$ cat src/hw/rtl/brlt_pkg.sv
package brlt_pkg;

   localparam int OFF_W          = 64;
   localparam int STATUS_W       = 3;
   localparam int USE_W          = 5;
   localparam int DEF_MAX_RANGES = 16;

   typedef enum logic [STATUS_W-1:0] {
      STATUS_GRANTED  = 3'd0,
      STATUS_BLOCKED  = 3'd1,
      STATUS_RELEASED = 3'd2,
      STATUS_NOSUCH   = 3'd3,
      STATUS_FULL     = 3'd4
   } status_type;

   typedef enum logic [2:0] {
      ST_IDLE,
      ST_SCAN,
      ST_MOVE_RD,
      ST_MOVE_WR,
      ST_FINISH
   } state_type;

   typedef enum logic {
      MODE_LOCK   = 1'b0,
      MODE_UNLOCK = 1'b1
   } mode_type;

   typedef struct packed {
      logic overlap;
      logic exact;
   } match_type;

endpackage

$ cat src/hw/rtl/byte_range_lock_table_unit.sv
// Channel   Dir  Beat fields                          Handshake
// req_      in   mode, range_low, range_high          req_valid / req_stall
// rsp_      out  status, entries_in_use               rsp_valid / rsp_stall
//
// One request at a time. A request scans the held entries through the table
// RAM read port, one entry per cycle, comparing each entry once its registered
// read data returns; a release then also moves the last entry into the freed slot.
// Reset empties the table by clearing the entry count; no RAM sweep is needed.
// A new request is taken while a finished response still waits; a stalled
// response holds the next one in its final step.
module byte_range_lock_table_unit #(
   parameter int MAX_RANGES = brlt_pkg::DEF_MAX_RANGES
) (
   input  logic                          clock,
   input  logic                          reset,
   input  logic                          req_valid,
   output logic                          req_stall,
   input  logic                          req_mode,
   input  logic [brlt_pkg::OFF_W-1:0]    req_range_low,
   input  logic [brlt_pkg::OFF_W-1:0]    req_range_high,
   output logic                          rsp_valid,
   input  logic                          rsp_stall,
   output logic [brlt_pkg::STATUS_W-1:0] rsp_status,
   output logic [brlt_pkg::USE_W-1:0]    rsp_entries_in_use
);
   import brlt_pkg::*;

   localparam int IDX_W = (MAX_RANGES > 1) ? $clog2(MAX_RANGES) : 1;
   localparam int CNT_W = $clog2(MAX_RANGES + 1);
   localparam int ENT_W = 2 * OFF_W;

   state_type          state_ff, state_in;
   logic [CNT_W-1:0]   count_ff, count_in;
   logic [CNT_W-1:0]   idx_ff, idx_in;
   logic               rd_vld_ff, rd_vld_in;
   logic [IDX_W-1:0]   rd_idx_ff, rd_idx_in;
   logic [IDX_W-1:0]   hit_idx_ff, hit_idx_in;
   status_type         result_ff, result_in;
   logic               mode_ff;
   logic [OFF_W-1:0]   low_ff, high_ff;
   logic               rsp_valid_ff, rsp_valid_in;
   status_type         status_ff, status_in;
   logic [CNT_W-1:0]   use_ff, use_in;

   logic               ram_wr_en, ram_rd_en;
   logic [IDX_W-1:0]   ram_wr_addr, ram_rd_addr;
   logic [ENT_W-1:0]   ram_wr_data, ram_rd_data;
   match_type          match;
   logic               accept, issue, hit;
   logic [CNT_W-1:0]   last;
   logic [CNT_W+USE_W-1:0] use_ext;

   brlt_ram #(
      .WIDTH (ENT_W),
      .DEPTH (MAX_RANGES),
      .AW    (IDX_W)
   ) u_table (
      .clock   (clock),
      .wr_en   (ram_wr_en),
      .wr_addr (ram_wr_addr),
      .wr_data (ram_wr_data),
      .rd_en   (ram_rd_en),
      .rd_addr (ram_rd_addr),
      .rd_data (ram_rd_data)
   );

   brlt_match u_match (
      .entry_low  (ram_rd_data[OFF_W-1:0]),
      .entry_high (ram_rd_data[ENT_W-1:OFF_W]),
      .req_low    (low_ff),
      .req_high   (high_ff),
      .result     (match)
   );

   assign accept = req_valid && !req_stall;
   assign issue  = idx_ff < count_ff;
   assign hit    = rd_vld_ff && ((mode_ff == MODE_LOCK) ? match.overlap : match.exact);
   assign last   = count_ff - CNT_W'(1);

   always_ff @(posedge clock) begin
      if (reset) begin
         state_ff     <= ST_IDLE;
         count_ff     <= '0;
         rsp_valid_ff <= 1'b0;
         rd_vld_ff    <= 1'b0;
      end else begin
         state_ff     <= state_in;
         count_ff     <= count_in;
         rsp_valid_ff <= rsp_valid_in;
         rd_vld_ff    <= rd_vld_in;
      end
   end

   always_ff @(posedge clock) begin
      idx_ff     <= idx_in;
      rd_idx_ff  <= rd_idx_in;
      hit_idx_ff <= hit_idx_in;
      result_ff  <= result_in;
      status_ff  <= status_in;
      use_ff     <= use_in;
      if (accept) begin
         mode_ff <= req_mode;
         low_ff  <= req_range_low;
         high_ff <= req_range_high;
      end
   end

   always_comb begin
      state_in     = state_ff;
      count_in     = count_ff;
      idx_in       = idx_ff;
      rd_vld_in    = 1'b0;
      rd_idx_in    = rd_idx_ff;
      hit_idx_in   = hit_idx_ff;
      result_in    = result_ff;
      status_in    = status_ff;
      use_in       = use_ff;
      ram_wr_en    = 1'b0;
      ram_wr_addr  = count_ff[IDX_W-1:0];
      ram_wr_data  = {high_ff, low_ff};
      ram_rd_en    = 1'b0;
      ram_rd_addr  = idx_ff[IDX_W-1:0];
      req_stall    = 1'b1;
      // drop the response once the beat is taken
      rsp_valid_in = rsp_valid_ff && rsp_stall;

      unique case (state_ff)
         ST_IDLE: begin
            req_stall = 1'b0;
            if (req_valid) begin
               idx_in   = '0;
               state_in = ST_SCAN;
            end
         end
         ST_SCAN: begin
            priority if (hit) begin
               if (mode_ff == MODE_LOCK) begin
                  result_in = STATUS_BLOCKED;
                  state_in  = ST_FINISH;
               end else begin
                  hit_idx_in = rd_idx_ff;
                  state_in   = ST_MOVE_RD;
               end
            end else if (issue) begin
               // fetch the next entry; compare it in the following cycle
               ram_rd_en = 1'b1;
               rd_vld_in = 1'b1;
               rd_idx_in = idx_ff[IDX_W-1:0];
               idx_in    = idx_ff + CNT_W'(1);
            end else begin
               state_in = ST_FINISH;
               if (mode_ff == MODE_UNLOCK) begin
                  result_in = STATUS_NOSUCH;
               end else if (count_ff == CNT_W'(MAX_RANGES)) begin
                  result_in = STATUS_FULL;
               end else begin
                  // append at the end of the table
                  ram_wr_en = 1'b1;
                  count_in  = count_ff + CNT_W'(1);
                  result_in = STATUS_GRANTED;
               end
            end
         end
         ST_MOVE_RD: begin
            ram_rd_en   = 1'b1;
            ram_rd_addr = last[IDX_W-1:0];
            state_in    = ST_MOVE_WR;
         end
         ST_MOVE_WR: begin
            // move the last entry into the freed slot
            ram_wr_en   = 1'b1;
            ram_wr_addr = hit_idx_ff;
            ram_wr_data = ram_rd_data;
            count_in    = last;
            result_in   = STATUS_RELEASED;
            state_in    = ST_FINISH;
         end
         ST_FINISH: begin
            // hold until the response register is free
            if (!rsp_valid_ff || !rsp_stall) begin
               rsp_valid_in = 1'b1;
               status_in    = result_ff;
               use_in       = count_ff;
               state_in     = ST_IDLE;
            end
         end
         default: begin
            state_in = ST_IDLE;
         end
      endcase
   end

   assign use_ext            = {{USE_W{1'b0}}, use_ff};
   assign rsp_valid          = rsp_valid_ff;
   assign rsp_status         = status_ff;
   assign rsp_entries_in_use = use_ext[USE_W-1:0];

endmodule

$ cat src/hw/rtl/brlt_ram.sv
module brlt_ram #(
   parameter int WIDTH = 128,
   parameter int DEPTH = 16,
   parameter int AW    = (DEPTH > 1) ? $clog2(DEPTH) : 1
) (
   input  logic             clock,
   input  logic             wr_en,
   input  logic [AW-1:0]    wr_addr,
   input  logic [WIDTH-1:0] wr_data,
   input  logic             rd_en,
   input  logic [AW-1:0]    rd_addr,
   output logic [WIDTH-1:0] rd_data
);

   logic [WIDTH-1:0] mem_ff [DEPTH];
   logic [WIDTH-1:0] rd_data_ff;

   always_ff @(posedge clock) begin
      if (wr_en) begin
         mem_ff[wr_addr] <= wr_data;
      end
      if (rd_en) begin
         rd_data_ff <= mem_ff[rd_addr];
      end
   end

   assign rd_data = rd_data_ff;

endmodule

$ cat src/hw/rtl/brlt_match.sv
module brlt_match (
   input  logic [brlt_pkg::OFF_W-1:0] entry_low,
   input  logic [brlt_pkg::OFF_W-1:0] entry_high,
   input  logic [brlt_pkg::OFF_W-1:0] req_low,
   input  logic [brlt_pkg::OFF_W-1:0] req_high,
   output brlt_pkg::match_type        result
);
   import brlt_pkg::*;

   logic entry_nonempty;
   logic req_nonempty;

   assign entry_nonempty = entry_low < entry_high;
   assign req_nonempty   = req_low < req_high;

   // empty ranges never overlap anything
   assign result.overlap = entry_nonempty && req_nonempty
                           && (req_low < entry_high) && (entry_low < req_high);
   assign result.exact   = (entry_low == req_low) && (entry_high == req_high);

endmodule

$ cat config.mk
export PLATFORM = sky130hd
export DESIGN_NAME = byte_range_lock_table_unit
export DESIGN_NICKNAME = d
export VERILOG_FILES = /design/src/hw/rtl/brlt_pkg.sv /design/src/hw/rtl/byte_range_lock_table_unit.sv /design/src/hw/rtl/brlt_ram.sv /design/src/hw/rtl/brlt_match.sv
export SDC_FILE = /design/constraint.sdc
export NUM_CORES = 2
export LEC_CHECK = 0
export ABC_AREA = 1
export BUFFER_PORTS_ARGS = -buffer_cell sky130_fd_sc_hd__buf_2
export CAP_MARGIN = 10
export CORE_MARGIN = 1
export CORE_UTILIZATION = 63
export CTS_CLUSTER_DIAMETER = 30
export DETAILED_ROUTE_END_ITERATION = 8
export PLACE_DENSITY = 0.8
export SLEW_MARGIN = 20
export SYNTH_ARGS = -nofsm -noshare
export SYNTH_HDL_FRONTEND = slang
export SYNTH_SLANG_ARGS = --single-unit
$ cat constraint.sdc
create_clock -name clock -period 9.1 [get_ports clock]
set_clock_uncertainty 0.2 [all_clocks]
set_input_delay 0.455 -clock clock [delete_from_list [all_inputs] [get_ports clock]]
set_output_delay 0.455 -clock clock [all_outputs]
set_load 0.01 [all_outputs]
* Yosys cells after proc, flatten, opt, wreduce, memory -nomap -nowiden
Memories as Yosys holds them, arrays and structs flattened. A register that Yosys moved wholly into a read port is not among the register bits.
Index checks and enable logic that the tools add are counted.
** Storage, ports and cells
- Bits of input ports :: 133
- RAM bits :: 2048
- Memories kept :: 1
- Output and inout port bits :: 10
- Bits in registers :: 163
** Memory list
- u_table.mem_ff :: depth 16, bits a word 128, read ports 1, clocked after Yosys merged registers in 1, write ports 1, RTL line brlt_ram.sv:15 : logic [WIDTH-1:0] mem_ff [DEPTH];
** Operators by class
- Bitwise gates (word level) :: 2
- Magnitude comparators :: 5
- Reduce and logical (&&, ||, !) cells :: 21
- Muxes and demuxes :: 38
- Equality and inequality tests :: 16
- Add/sub/neg operators :: 3
** Operators by type and width (count)
- $lt 64x64->1 :: 4
- $eq 64x64->1 :: 2
- $mux 128 :: 1
- $mux 5 :: 7
- $mux 3 :: 10
- $pmux 5 s2 :: 2
- $pmux 3 s5 :: 1
- $ne 2x2->1 const B :: 7
- $mux 1 :: 12
- $reduce_and 3->1 :: 4
- $add 5x1->5 const B :: 2
- $mux 4 :: 2
- $logic_and 1x1->1 :: 7
- $eq 3x2->1 const B :: 2
- $ne 3x3->1 const B :: 2
- $pmux 3 s2 :: 1
- $eq 5x5->1 const B :: 1
- $lt 5x5->1 :: 1
- $reduce_and 5->1 :: 1
- $sub 5x1->5 const B :: 1
- $pmux 1 s2 :: 2
- $reduce_and 4->1 :: 1
- $reduce_bool 2->1 :: 2
- $eq 3x1->1 const B :: 1
- other kinds (7) :: 9

* Longest topological paths before layout
- Depth after elaboration :: 10
- Mapped depth :: 22
- Depth with buffers taken out :: 22

* Hierarchy
Synthesis repeated with hierarchy kept, for this count alone.
** Unflattened totals
- Cells, all modules :: 9730
- Area, all modules :: 103910.9 µm²
** By module, submodules not included
- brlt_ram :: times used 1, area each 88899.0 µm², sequential area each 65342.7 µm², cells an instance 7786
- brlt_match :: times used 1, area each 7727.4 µm², sequential area each 0.0 µm², cells an instance 1198
- byte_range_lock_table_unit :: times used 1, area each 7284.5 µm², sequential area each 4794.6 µm², cells an instance 746

* Worst setup path after synthesis
Ideal clock, no wire load.
- Path kind :: flip-flop to flip-flop
- Start point :: reg low_ff[31]
- End point :: mem u_table.mem_ff[10][0], enable pin
- Arrival time :: 7326 ps
- Library setup time :: 616 ps
- Stages on the path, launching flop included :: 17
- Setup slack :: 958 ps
- Required time :: 8284 ps
- Cell sequence :: edfxtp_1 > ha_1 > nand2_1 > nor2_1 > nor3b_1 > and3_1 > nand2_1 > nand2_1 > nand2_1 > nand2_1 > nor2_1 > nand2_1 > o21ai_1 > nand2_1 > nand2_1 > buf_2 > nor2_1
** Between the ends
- Longest elaborated chain between the ends :: 10
** RTL lines
- start: declaration :: RTL line byte_range_lock_table_unit.sv:40 : logic [OFF_W-1:0] low_ff, high_ff;
- start signal: assignment :: RTL line byte_range_lock_table_unit.sv:103 : low_ff <= req_range_low;
- $lt 64x64->1 :: RTL line brlt_match.sv:14 : assign req_nonempty = req_low < req_high;
- $logic_and 1x1->1 :: RTL line brlt_match.sv:17 : assign result.overlap = entry_nonempty && req_nonempty
- $logic_and 1x1->1 (2 in a row) :: RTL line brlt_match.sv:18 : && (req_low < entry_high) && (entry_low < req_high);
- $mux 1 * :: RTL line byte_range_lock_table_unit.sv:77 : assign hit = rd_vld_ff && ((mode_ff == MODE_LOCK) ? match.overlap : match.exact);
- $logic_and 1x1->1 * :: RTL line byte_range_lock_table_unit.sv:77
- $mux 1 * :: RTL line byte_range_lock_table_unit.sv:136 : priority if (hit) begin
- $pmux 1 s2 * :: RTL line byte_range_lock_table_unit.sv:127 : unique case (state_ff)
- $mux 1 * :: RTL line brlt_ram.sv:19 : if (wr_en) begin
- $mux 1 (not written as such) * :: RTL line brlt_ram.sv:20 : mem_ff[wr_addr] <= wr_data;
- end: declaration :: RTL line brlt_ram.sv:15
Every way passes the cells marked *; elsewhere a longest branch is shown, timed or not.

* Final worst setup path
- Start point :: reg u_table.rd_data_ff[111], in the netlist u_table.rd_data[111], read port of u_table.mem_ff
- End point :: mem u_table.mem_ff[2][114], enable pin
** Between the ends
- Longest elaborated chain between the ends :: 10
** RTL lines
- start: declaration :: RTL line brlt_ram.sv:16 : logic [WIDTH-1:0] rd_data_ff;
- $lt 64x64->1 :: RTL line brlt_match.sv:13 : assign entry_nonempty = entry_low < entry_high;
- $logic_and 1x1->1 :: RTL line brlt_match.sv:17
- $logic_and 1x1->1 (2 in a row) :: RTL line brlt_match.sv:18
- $mux 1 * :: RTL line byte_range_lock_table_unit.sv:77
- $logic_and 1x1->1 * :: RTL line byte_range_lock_table_unit.sv:77
- $mux 1 * :: RTL line byte_range_lock_table_unit.sv:136
- $pmux 1 s2 * :: RTL line byte_range_lock_table_unit.sv:127
- $mux 1 * :: RTL line brlt_ram.sv:19
- $mux 1 (not written as such) * :: RTL line brlt_ram.sv:20
Marks and branches as above.

==> flow_summary.json <==
{
  "status": "finished, final reports clean",
  "synth-edff-count": 2329,
  "critPathTopFamily": "simple AND/OR/NAND/NOR gates",
  "peakVddDrop_v": 0.000433,
  "syn_to_final_growth_pct": 19.0,
  "synth_compound_area_share_pct": 12.3,
  "crit_slowest_cell": "nor3_1",
  "endpoint": "u_table.mem_ff[2][114]$_DFFE_PP_",
  "wire_per_inst_um": 26.7,
  "drt_first_pass_iters": 8,
  "required_ns": 9.44,
  "multiInputGateArea_mm2": 0.0244,
  "start_util_pct": 63.7,
  "cp_common_cell": "nand2_1",
  "synth_mux_area_share_pct": 0,
  "cp-startpoint": "u_table.rd_data[111]$_DFFE_PP_",
  "r2r-start": "u_table.rd_data[111]$_DFFE_PP_",
  "track_usage_pct": 35.2,
  "fillers": 8419,
  "hpwl_mm": 136,
  "maxSlewHeadroom_pct": 17.4,
  "min_period_over_period_pct": 67.3,
  "clock_latency_ns": 0.97,
  "r2r-end": "u_table.mem_ff[2][114]$_DFFE_PP_",
  "ys_seq_area_share_pct": 72.1,
  "cts_buffers": 408,
  "final_area_mm2": 0.116,
  "power.density_mw_per_mm2": 337,
  "gr-total-overflow": 0,
  "cp.buffers_inverters": 3,
  "layout_min_cycle_time_ns": 6.13,
  "cp.depth": 16,
  "ys_types": 38,
  "cts.path.max_buffers": 4,
  "grt_max_degree": 216,
  "seq_area_mm2": 0.0701,
  "path_class": "flop to flop",
  "detail_route.vias_per_cell": 6.63,
  "p_leak_nw": 40.3,
  "grt_pass1_vias": 68900,
  "setup_viol": 0,
  "cts_tree": "done",
  "netlist_area_mm2": 0.0973,
  "synth-simple-area-share_pct": 8.60,
  "cts_setup_buffers": 0,
  "slowest_delay_ns": 0.96,
  "final_nets": 8464,
  "hold_violations": 0,
  "cts.clk_slew.worst_paths_ns": 0.05,
  "post-route-util_pct": 75.8,
  "endpoint_kind": "flop",
  "min_path_type": "input pin to flop",
  "drt_iter0_markers": 10600,
  "synth-adder-area-share_pct": 3.34,
  "start_kind": "flop",
  "dominantRegCellSynth": "edfxtp_1",
  "htreeDepth": 5,
  "drv_cap": 0,
  "synth.yosys.warnings": 0,
  "rsz0062_at_grt": "no",
  "fp.coreArea_mm2": 0.153,
  "fmax_ghz": 0.163,
  "ios": 143,
  "clock-root-buffer": "clkbuf_16",
  "ys_seq_elements": 2339,
  "drive_gt1_share_pct": 12.3,
  "synthTopCellsByArea": "edfxtp_1, o21ai_0, nor2_1, ha_1, o22ai_1",
  "yosys.area.top_type": "edfxtp_1",
  "synth_xor_area_share_pct": 0.684,
  "yosys.area.top_type_share_pct": 71.9,
  "synth_top_family_by_area": "compound AO/OA/AOI/OAI gates",
  "hold-worst-slack_ns": 0.0341,
  "p_total_mw": 39.0,
  "worst-path-max-fanout": 43,
  "place_congestion": 0.924,
  "setup_tns_ns": 0,
  "ys_async_sr_fraction_pct": 0,
  "clock_sinks": 2339,
  "die_width_um": 395,
  "crit_arrival_ns": 6.47,
  "syn_nets": 8073,
  "portBuffers": 142,
  "netlist_instances": 7680,
  "rows": 143,
  "drv_slew": 0,
  "r2r.worst_path.cells": 16,
  "die-area_mm2": 0.156,
  "num_vias": 69200,
  "avgSynthCellArea_um2": 12.7,
  "grt_first_pass_wirelength_mm": 413,
  "antenna_found_initial": 22,
  "crit_chain": "inv_1 -> ha_1 -> nand2_1 -> nor3_1 -> nand3_1 -> nor3_1 -> nand2_1 -> nand2_1 -> nor2_1 -> nand2_1 -> o21ai_1 -> nand2_1 -> nand2_1 -> buf_4 -> nor2_4 -> buf_4",
  "wl_mm": 279,
  "worst_pin_slew_ns": 1.24,
  "drc": 0,
  "ant_nets": 0,
  "postPlaceCellArea_mm2": 0.100,
  "rrSetupSlack_ns": 2.97,
  "die_height_um": 395
}
[cells in the mapped netlist, types with 2 or more instances]
| master | instances |
|---|---|
| o22ai_1 | 515 |
| nand2_1 | 658 |
| edfxtp_1 | 2329 |
| and3_1 | 2 |
| ha_1 | 260 |
| clkbuf_1 | 294 |
| a21oi_1 | 111 |
| a21o_1 | 5 |
| dfxtp_1 | 10 |
| nor3_1 | 33 |
| clkbuf_2 | 4 |
| o21ai_1 | 153 |
| nor2_1 | 1323 |
| inv_1 | 238 |
| buf_4 | 20 |
| o21a_1 | 12 |
| o21ai_4 | 2 |
| or2_2 | 20 |
| a31oi_1 | 2 |
| buf_1 | 9 |
| nand4_1 | 46 |
| nand3_1 | 59 |
| xnor2_1 | 26 |
| o211ai_1 | 29 |
| o21ai_0 | 1231 |
| o221ai_1 | 97 |
| xor2_1 | 50 |
| inv_2 | 5 |
| buf_2 | 128 |
[layout by cell type (no fill, tap or decap), drive strengths merged]
cell type    count
ha             260
o221ai          97
a21oi          111
clkbuf         435
o21bai           1
inv            306
a211oi           1
buf            300
and3             2
diode           13
dlygate4sd3    136
nor2          1324
a41oi            1
o31ai            1
nor3            33
dfxtp           10
nand2          659
a31oi            2
nand3           59
clkinvlp        51
and3b            1
o22ai          515
o211ai          29
edfxtp        2329
or2             20
xor2            50
a21o             5
nand4           46
nor2b            1
o21ai         1386
xnor2           26
bufinv          63
clkinv         130
o21a            12
nor3b            1
[what timing repair did]
action | CTS | global route
gates resized for setup | 0 | 0
hold buffers | 136 | 0
endpoints found under the hold margin | 160 | 0
[worst min path at each step]
stage	endpoint	cells past startpoint	startpoint
finish	low_ff[34]$_DFFE_PP_	2	req_range_low[34]
CTS	high_ff[39]$_DFFE_PP_	2	req_range_high[39]
global route	low_ff[0]$_DFFE_PP_	2	req_range_low[0]
floorplan	hit_idx_ff[0]$_DFFE_PP_	0	rd_idx_ff[0]$_DFFE_PN_
global placement	hit_idx_ff[2]$_DFFE_PP_	0	rd_idx_ff[2]$_DFFE_PN_
detailed placement	hit_idx_ff[2]$_DFFE_PP_	0	rd_idx_ff[2]$_DFFE_PN_
[layout make-up]
cell class	count	area share, %
sequential	2339	60.6
multi-input combinational	4643	21.1
clock buffer	435	8.93
clock inverter	307	3.21
timing repair buffer	436	3.09
tap	2030	2.19
inverter	243	0.818
antenna	13	0.0281
[power by group]
part	total (mW)	internal (mW)	switching, mW
clock network	15.6	10.1	5.52
registers	13.3	12.9	0.377
logic	10.0	2.80	7.24
total	39.0	25.8	13.1
[sequential cells by signal, summed over array words and instances, names as in the netlist]
register,flops
rsp_status,3
rd_vld_ff,1
count_ff,5
rd_idx_ff,4
idx_ff,5
mode_ff,1
u_table.rd_data,128
u_table.mem_ff,2048
rsp_valid,1
rsp_entries_in_use,5
low_ff,64
state_ff,3
hit_idx_ff,4
high_ff,64
result_ff,3
[metal layers]
metal  vias to the layer above  track usage [%]  wire length (um)
met5                         -                0               132
met2                      5571             56.2            132000
met4                        20             17.6             13100
met3                      1015             8.28             36700
met1                     33300             45.7             96800
li1                      29300                -                 -
[cells by family (layout without fill, tap and decap cells)]
group           Yosys count  in the layout
fa+ha+maj               260            260
other cells               0             13
buf+inv                 698           1421
flops                  2339           2339
compound gates         2161           2161
simple gates           2146           2146
xor+xnor                 76             76
[through the flow]
| stage | setup WS, ns | cells |
|---|---|---|
| floorplan | 0.958 | 7680 |
| global placement | 3.32 | 9553 |
| detailed placement | 3.35 | 9554 |
| CTS | 3.31 | 10400 |
| global route | 2.89 | 10400 |
| finish | 2.97 | 10400 |
Power figures use the tool's default switching activity.
